`src/sv/jls_pkg.sv`:
```
`default_nettype none
// ---------------------------------------------------------------------------
// jls_pkg
// Shared types and constants for the Jacobi linear solver.
// ---------------------------------------------------------------------------
package jls_pkg;

    localparam int FRAC_BITS = 16;

    typedef enum logic [1:0] {
        OP_WRITE_A = 2'd0,
        OP_WRITE_B = 2'd1,
        OP_SOLVE   = 2'd2,
        OP_NONE    = 2'd3
    } t_op;

    localparam logic [1:0] CFG_TOLERANCE = 2'd0;
    localparam logic [1:0] CFG_MAX_ITER  = 2'd1;
    localparam logic [1:0] CFG_SIZE      = 2'd2;

    typedef struct packed {
        logic        start;
        logic        signed [63:0] num;
        logic        signed [63:0] den;
    } t_div_req;

    typedef struct packed {
        logic        busy;
        logic        done;
        logic signed [63:0] quo;
    } t_div_rsp;

endpackage
`default_nettype wire

```
`src/sv/jls_divider.sv`:
```
`default_nettype none
// ---------------------------------------------------------------------------
// jls_divider
// Restoring divider, one quotient bit per cycle: Q16.16 quotient truncated
// toward zero and saturated to the value range.
// ---------------------------------------------------------------------------
module jls_divider #(
    parameter int VW = 32
) (
    input  wire logic          i_clk,
    input  wire logic          i_rst_n,
    input  wire jls_pkg::t_div_req i_req,
    output jls_pkg::t_div_rsp  o_rsp
);
    import jls_pkg::*;

    localparam int QW = 80;
    localparam logic signed [63:0] VMAX = (64'sd1 <<< (VW - 1)) - 64'sd1;
    localparam logic signed [63:0] VMIN = -VMAX - 64'sd1;

    logic [QW-1:0]  r_num;
    logic [63:0]    r_den;
    logic [64:0]    r_rem;
    logic [QW-1:0]  r_quo;
    logic [6:0]     r_cnt;
    logic           r_busy;
    logic           r_done;
    logic           r_neg;

    logic [63:0] n_mag_num;
    logic [63:0] n_mag_den;
    logic [64:0] n_trial;
    logic [64:0] n_shift;
    logic signed [63:0] n_res;
    logic [63:0] n_full;

    always_comb begin
        n_mag_num = i_req.num[63] ? 64'(-i_req.num) : i_req.num;
        n_mag_den = i_req.den[63] ? 64'(-i_req.den) : i_req.den;
        n_shift   = {r_rem[63:0], r_num[QW-1]};
        n_trial   = n_shift - {1'b0, r_den};
        // r_quo holds floor(|n|*2^16/|d|) which equals the truncated quotient
        n_full    = (r_quo > (QW'(1) << 56)) ? (64'd1 << 56) : r_quo[63:0];
        n_res     = r_neg ? -$signed(n_full) : $signed(n_full);
        if (n_res > VMAX) begin
            n_res = VMAX;
        end else if (n_res < VMIN) begin
            n_res = VMIN;
        end
    end

    always_ff @(posedge i_clk) begin
        if (!i_rst_n) begin
            r_busy <= 1'b0;
            r_done <= 1'b0;
            r_cnt  <= '0;
        end else begin
            r_done <= 1'b0;
            if (i_req.start) begin
                // widen numerator by FRAC_BITS
                r_num  <= QW'(n_mag_num) << FRAC_BITS;
                r_den  <= n_mag_den;
                r_rem  <= '0;
                r_quo  <= '0;
                r_neg  <= i_req.num[63] ^ i_req.den[63];
                r_cnt  <= 7'(QW);
                r_busy <= 1'b1;
            end else if (r_busy) begin
                r_num <= r_num << 1;
                if (!n_trial[64]) begin
                    r_rem <= n_trial;
                    r_quo <= {r_quo[QW-2:0], 1'b1};
                end else begin
                    r_rem <= n_shift;
                    r_quo <= {r_quo[QW-2:0], 1'b0};
                end
                r_cnt <= r_cnt - 7'd1;
                if (r_cnt == 7'd1) begin
                    r_busy <= 1'b0;
                    r_done <= 1'b1;
                end
            end
        end
    end

    assign o_rsp.busy = r_busy;
    assign o_rsp.done = r_done;
    assign o_rsp.quo  = n_res;

    property p_done_after_busy;
        @(posedge i_clk) disable iff (!i_rst_n) r_done |-> $past(r_busy);
    endproperty
    a_done_after_busy: assert property (p_done_after_busy) else $error("div done w/o busy");

    property p_cnt_idle;
        @(posedge i_clk) disable iff (!i_rst_n) !r_busy |-> r_cnt == 7'd0;
    endproperty
    a_cnt_idle: assert property (p_cnt_idle) else $error("div count nonzero idle");

    property p_no_restart;
        @(posedge i_clk) disable iff (!i_rst_n) r_busy |-> !r_done;
    endproperty
    a_no_restart: assert property (p_no_restart) else $error("div busy and done");

endmodule
`default_nettype wire

```
`config.mk`:
```
export PLATFORM = sky130hd
export DESIGN_NAME = jls_divider
export DESIGN_NICKNAME = d
export VERILOG_FILES = /design/src/sv/jls_pkg.sv /design/src/sv/jls_divider.sv
export SDC_FILE = /design/constraint.sdc
export NUM_CORES = 1
export LEC_CHECK = 0
export ABC_AREA = 1
export BUFFER_PORTS_ARGS = -buffer_cell sky130_fd_sc_hd__clkbuf_2
export CORE_MARGIN = 2
export CORE_UTILIZATION = 55
export DETAILED_ROUTE_END_ITERATION = 10
export PLACE_DENSITY = 0.8
export SLEW_MARGIN = 5
export SYNTH_ARGS = -nofsm -noshare
export SYNTH_HDL_FRONTEND = slang
export SYNTH_SLANG_ARGS = --single-unit
```
`constraint.sdc`:
```
create_clock -name i_clk -period 21.4 [get_ports i_clk]
set_clock_uncertainty 0.15 [all_clocks]
set_input_delay 4.28 -clock i_clk [delete_from_list [all_inputs] [get_ports i_clk]]
set_output_delay 4.28 -clock i_clk [all_outputs]
set_load 0.05 [all_outputs]
```
Yosys cells after proc, flatten, opt, wreduce, memory -nomap -nowiden. Index checks and enable logic that the tools add are counted.

Register bits: 297.

Eq/ne operators: 1. Bitwise gates (word level): 3. Reduce and logical (&&, ||, !) cells: 5. $add $sub $neg: 5. Magnitude comparators: 3. Muxes and demuxes: 18.

Operators by type and width (count): two-way mux 64 bit (7); two-way mux 80 bit (3); negator 64 bit (3); greater-than comparator 80 x 57 -> 1 bit, second input constant (1); subtractor 65 x 64 -> 65 bit (1); greater-than comparator 64 x 32 -> 1 bit, second input constant (1); < comparator 64 x 32 -> 1 bit, second input constant (1); two-way mux 63 bit (1); two-way mux 7 bit (2); equality test 7 x 1 -> 1 bit, second input constant (1); subtractor 7 x 1 -> 7 bit, second input constant (1); two-way mux 1 bit (5); AND reduction 2 bit (2); OR reduction 3 bit (1); NOT 1 bit (2); nonzero test 2 bit (1); OR reduction 2 bit (1); bitwise XOR 1 bit (1).

Longest topological paths before layout. Gate-level depths: netlist of run 1.

Word-level depth: 7. Mapped depth: 33. Depth with buffers taken out: 29.

Worst setup path after synthesis of run 1. No wires, ideal clock.

Kind: input to register. Start: in i_req[128] (netlist name). End: reg r_num[16] (enable). Data required time: 20.672 ns. Arrival: 9.062 ns. Stages: 3. Path slack: 11.611 ns. Cells stage by stage: clkbuf_1 > nand2_1 > nand2_1.

Longest elaborated chain between the ends: 2.

Ends and longest elaborated chain: start, declared (line jls_divider.sv:12) `input wire jls_pkg::t_div_req i_req,`; nonzero test 2 bit (no source line); AND reduction 2 bit (no source line); end signal, assigned (line jls_divider.sv:61) `r_num <= QW'(n_mag_num) << FRAC_BITS;`; end signal, assigned (line jls_divider.sv:69) `r_num <= r_num << 1;`; end, declared (line jls_divider.sv:21) `logic [QW-1:0] r_num;`.

No other way between the ends. A chain may end at the register's enable or synchronous reset.

==> results_dict.tcl, run 1 <==
set metrics [dict create \
    clkPwrFrac 0.282 \
    status "completed" \
    synth.net_count 3247 \
    areaGrowthSynthToFinish_pct 9.86 \
    grt_first_pass_wirelength_um 103000 \
    synthesis.area_mm2 0.0223 \
    post-route-cell-area_mm2 0.0245 \
    crit_path_start_kind "flip-flop" \
    ir_worst_vdd_v 0.0000588 \
    dr.pass1.iters 6 \
    synth_edf_count 273 \
    netlist_instances 3045 \
    grt_util_all_layers 0.306 \
    finalSetupTns_ns 0 \
    synth.most_common_cell "nand2_1" \
    hp-class "reg2reg" \
    num_antenna_cells 0 \
    hold_viol_final 0 \
    clockBufferDepth 3 \
    htree_levels 1 \
    synthFlopType "edfxtp_1" \
    crit_top_cell "nand2_1" \
    power_switching_uw 667 \
    routedWlPerCell_um 17.4 \
    dpl.hpwl_um 49800 \
    crit_path_max_fanout 100 \
    critPathKind "reg2out" \
    crit_buf_inv 6 \
    clk_latency_ns 0.59 \
    fin_crit_sh 0.545 \
    drtIter0Drc 1968 \
    initial_core_util 0.560 \
    drv_cap 0 \
    drv_slew 0 \
    internal_power_mw 1.16 \
    cts_resized 0 \
    die_w_um 205 \
    wl_um 64900 \
    netlist.area_leader.share 0.368 \
    synth_area_leaders "edfxtp_1, nand2_1, nor2_1" \
    swShare 0.365 \
    clk_pin_slew_ns 0.06 \
    power_density_mw_per_mm2 74.7 \
    finalSetupViolCount 0 \
    yosys.area.top_type "edfxtp_1" \
    preCtsSetupSlack_ns 10.38 \
    post_cts_buffers 0 \
    synth-seq-cells 282 \
    synth.distinct_cells 55 \
    max_freq_mhz 85.8 \
    antenna_found_initial 2 \
    avgViaCountPerCell 5.60 \
    relSlewSlack 0.288 \
    io_pins 197 \
    cts_tree "built" \
    grt_max_degree 130 \
    post_synth.cell_area_avg_um2 7.32 \
    num_rows 73 \
    crit_family "simple AND/OR/NAND/NOR gates" \
    critPathCaptureType "output port" \
    synth_common_cells "nand2_1, nor2_1, inv_1" \
    regArea_mm2 0.00838 \
    grt_pass1_vias 19480 \
    yosysWarnings 0 \
    p_leak_nw 11.4 \
    p_total_mw 1.83 \
    die_area_mm2 0.0421 \
    place.gp.congestion 1.00 \
    globalRouteOverflowTotal 0 \
    coreArea_mm2 0.0398 \
    clkSinkCount 282 \
    port_buffers 196 \
    vias 20941 \
    placed_cell_area_mm2 0.0235 \
    cp_slowest_cell "ha_1" \
    drc 0 \
    ys_seq_area_frac 0.376 \
    cts-root-buf "clkbuf_16" \
    layout_min_cycle_time_ns 11.66 \
    drive_gt1_frac 0.101 \
    multi_input_area_mm2 0.0118 \
    cts_buffers 31 \
    slowest_delay_ns 0.80 \
    setup_slack_ns 9.74 \
    arrival_ns 7.23 \
    seqPwrFrac 0.397 \
    layout.nets 3392 \
    cts_hold_buf 0 \
    rsz0062_at_grt "false" \
    ant_nets 0 \
    die_y_um 205 \
    tightest_slew_ns 1.07 \
    cp.required_ns 16.97 \
    p_comb_frac 0.321 \
    synth-async-reset-ratio 0 \
    fillers 3711 \
]
==> layout make-up <==
| type | count | area share |
|---|---|---|
| Timing Repair Buffer | 209 | 0.0441 |
| Inverter | 427 | 0.0656 |
| Clock buffer | 36 | 0.0325 |
| Multi-Input combinational cell | 2239 | 0.482 |
| Tap cell | 525 | 0.0268 |
| Sequential cell | 282 | 0.342 |
| Clock inverter | 21 | 0.00685 |
==> layout by cell type (no fill, tap or decap), types with 13 or more instances in the layout <==
master	n
a21oi_1	149
a21oi_2	24
a31oi_1	42
buf_4	13
clkbuf_16	31
clkbuf_2	195
edfxtp_1	273
ha_1	70
inv_1	421
nand2_1	592
nand3_1	105
nand4_1	35
nor2_1	561
nor3_1	42
nor4_1	32
o21ai_0	212
o31ai_1	24
o41ai_1	26
xnor2_1	71
xor2_1	150
==> power by group through the flow <==
| stage | Sequential (mW) | Clock [mW] | Combinational, mW |
|---|---|---|---|
| finish | 0.727 | 0.515 | 0.587 |
| global route | 0.733 | 0.543 | 0.649 |
| CTS | 0.725 | 0.523 | 0.577 |
| detailed placement | 0.736 | 0 | 0.571 |
| global placement | 0.732 | 0 | 0.561 |
| floorplan | 0.730 | 0 | 0.421 |
==> kinds of logic (layout without fill, tap and decap cells) <==
kind of cell,count (synthesis),after routing,share of synthesized area
buffers and inverters,524,693,0.0948
xor gates and xnor gates,221,221,0.0869
AOI/OAI and AO/OA,533,533,0.140
DFF,282,282,0.376
and+or+nand+nor,1414,1414,0.262
adders and majority gates,71,71,0.0402
==> final timing paths <==
path,slack (ns),cells after the start,end,from
worst min-delay path,0.36,2,r_cnt[1],r_cnt[1]
worst min register to register,0.36,2,r_cnt[1],r_cnt[1]
worst max-delay path,9.74,28,o_rsp[1],r_quo[69]
worst max register to register,16.29,23,r_rem[50],r_num[79]
==> per-layer routing <==
metal | vias up | share of wire | global-route usage
met5 | - | 0.00020 | 0
met4 | 2 | 0.018 | 0.0619
met3 | 78 | 0.072 | 0.0386
met2 | 796 | 0.45 | 0.496
met1 | 9730 | 0.46 | 0.440
li1 | 10335 | - | -
==> metrics by stage <==
stage / utilization / hold WS, ns / cells
floorplan: - / 0.326 / 3045
global placement: 0.591 / 0.336 / 3682
detailed placement: 0.591 / 0.357 / 3682
CTS: 0.615 / 0.362 / 3739
global route: 0.615 / 0.400 / 3739
finish: 0.615 / 0.358 / 3739
==> flip-flops by register name, summed over array words and instances (netlist names) <==
| signal | count |
|---|---|
| r_den | 64 |
| r_done | 1 |
| r_quo | 80 |
| r_rem | 64 |
| r_neg | 1 |
| r_num | 64 |
| r_busy | 1 |
| r_cnt | 7 |
==> tightest hold or removal path, cell delays in order (launching register included) <==
cell and delay [ns]:
dfxtp_1 0.32, nor2_1 0.09, a211oi_1 0.05
No activity file was read; power rests on OpenSTA's default activity.
==> inputs of run 2 (changes only) <==
--- a/config.mk
+++ b/config.mk
@@ -10,7 +10,7 @@
 export CORE_MARGIN = 2
 export CORE_UTILIZATION = 55
 export DETAILED_ROUTE_END_ITERATION = 10
-export PLACE_DENSITY = 0.8
+export PLACE_DENSITY = 0.82
 export SLEW_MARGIN = 5
 export SYNTH_ARGS = -nofsm -noshare
 export SYNTH_HDL_FRONTEND = slang
==> constraint.sdc (replaced) <==
create_clock -name i_clk -period 10 [get_ports i_clk]
set_clock_uncertainty 0.15 [all_clocks]
set_input_delay 2 -clock i_clk [delete_from_list [all_inputs] [get_ports i_clk]]
set_output_delay 2 -clock i_clk [all_outputs]
set_load 0.05 [all_outputs]
==> run 2 against run 1 <==
Compared with the run above: flip-flop and latch count is the same; clock-buffer cell count shrank 1; worst hold slack is essentially flat; clock power grew 110%; sequential power grew 110%; critical endpoint is now o_rsp[59].
==> results_dict.tcl, run 2 (synthesis gave the netlist of run 1 again) <==
set metrics [dict create \
    max_freq_mhz 111 \
    cts_hold_buf 0 \
    globalRouteOverflowTotal 0 \
    drv_slew 0 \
    num_rows 73 \
    finalSetupViolCount 0 \
    finalNonFillerCells 3737 \
    avgViaCountPerCell 5.61 \
    worst_hold_startpoint "r_cnt[1]" \
    htree_levels 1 \
    holdPathEnd "r_cnt[1]" \
    grt_pass1_vias 19219 \
    rr_startpoint "r_num[79]" \
    dpl.hpwl_um 48500 \
    preCtsSetupSlack_ns 1.59 \
    die_y_um 205 \
    ant_nets 0 \
    fillers 3673 \
    hold_viol_final 0 \
    layout.nets 3391 \
    clk_pin_slew_ns 0.06 \
    drv_cap 0 \
    fin_util 0.615 \
    drc 0 \
    cts_resized 0 \
    layout_min_cycle_time_ns 9.01 \
    wl_um 63000 \
    wl_met2_um 28000 \
    r2r_cells 23 \
    met3WireLength_um 5210 \
    relSlewSlack 0.254 \
    p_total_mw 3.90 \
    power_density_mw_per_mm2 159 \
    regMostFlops "r_quo" \
    m1WireLength_um 28200 \
    top_layer "met5" \
    critPathKind "reg2out" \
    r2r_end "r_rem[50]" \
    setup_slack_ns 0.986 \
    fin_crit_sh 0.901 \
    rsz0062_at_grt "false" \
    place.gp.congestion 1.02 \
    place_inst 3682 \
    clk_latency_ns 0.57 \
    die_area_mm2 0.0421 \
    finalSetupTns_ns 0 \
    post_cts_buffers 0 \
    largest_register_ffs 80 \
    cts_tree "built" \
    final_common_cell "nand2_1" \
    clkSinkCount 282 \
    whs_ns 0.358 \
    multi_input_area_mm2 0.0118 \
    cts-root-buf "clkbuf_16" \
    crit_path_start_kind "flip-flop" \
    final_cell_mix "nand2_1, nor2_1, inv_1" \
    grt_first_pass_wirelength_um 101000 \
    coreArea_mm2 0.0398 \
    status "completed" \
    p_leak_nw 11.4 \
    cp.required_ns 7.85 \
    drtIter0Drc 2171 \
    worstHoldPathCells 2 \
    reg2reg_slack_ns 4.87 \
    areaGrowthSynthToFinish_pct 9.95 \
    clockBufferDepth 3 \
    routedWlPerCell_um 16.8 \
    die_w_um 205 \
    port_buffers 196 \
    tightest_slew_ns 1.10 \
    cts_buffers 30 \
    ir_worst_vdd_v 0.000136 \
    io_pins 197 \
    placed_cell_area_mm2 0.0235 \
    grt_util_all_layers 0.298 \
    initial_core_util 0.560 \
    hp-class "reg2reg" \
    drive_gt1_frac 0.0990 \
    regArea_mm2 0.00838 \
    arrival_ns 6.86 \
    antenna_found_initial 2 \
    critPathCaptureType "output port" \
    post-route-cell-area_mm2 0.0245 \
    grt_max_degree 146 \
    vias 20947 \
    crit_path_max_fanout 58 \
    dr.pass1.iters 6 \
]
[run 2: cell types whose count changed in the layout (fill, tap and decap cells not counted), sizes merged]
cell,delta
clkinv,-3
bufinv,+1
clkbuf,-1
clkinvlp,+1
diode,+1
inv,-1
[run 2: power breakdown]
| group | leakage, nW | internal (mW) | switching, mW | total [mW] |
|---|---|---|---|---|
| sequential | 2.74 | 1.47 | 0.0791 | 1.55 |
| clock | 0.465 | 0.640 | 0.462 | 1.10 |
| combinational | 8.15 | 0.390 | 0.854 | 1.24 |
[run 2: worst max-delay path: stages, from the launching register on]
cell and delay, ns:
edfxtp_1 0.40, nor2_1 0.10, nand2_1 0.06, nor2_1 0.12, nand2_1 0.07, nor2_1 0.33, nand2_1 0.28, nand2_4 0.49
inv_2 0.37, nor2_1 0.35, nor2_1 0.12, nand2_1 0.10, inv_1 0.06, nand2_1 0.11, nor2_1 0.07, nand3_1 0.09
nand2_1 0.07, nand2_1 0.15, inv_1 0.06, buf_4 0.28, nor3b_1 0.25, nand3_1 0.11, nor2_1 0.12, nand3_1 0.09
ha_1 0.78, inv_1 0.62, o21ai_0 0.30, clkbuf_2 0.32
[run 2: area by class of cell]
| type | instances | area share |
|---|---|---|
| Timing Repair Buffer | 209 | 0.0445 |
| Inverter | 427 | 0.0655 |
| Sequential cell | 282 | 0.342 |
| Clock inverter | 19 | 0.00720 |
| Multi-Input combinational cell | 2239 | 0.482 |
| Tap cell | 525 | 0.0268 |
| Antenna cell | 1 | 0.000102 |
| Clock buffer | 35 | 0.0323 |
[run 2: metal layers]
metal	global-route usage	vias to the layer above
met5	0	-
met4	0.0802	2
met3	0.0418	100
met2	0.472	926
met1	0.427	9576
li1	-	10343
[run 2: how the worst max path moves through the flow]
stage / from / end / slack (ns) / cells after the start
floorplan: i_req[128] / r_num[16] / 2.49 / 3
finish: r_quo[67] / o_rsp[59] / 0.99 / 27
detailed placement: r_quo[69] / o_rsp[59] / 1.59 / 27
global route: r_quo[70] / o_rsp[57] / 0.23 / 27
global placement: r_quo[66] / o_rsp[59] / 1.83 / 27
CTS: r_quo[69] / o_rsp[59] / 0.97 / 27
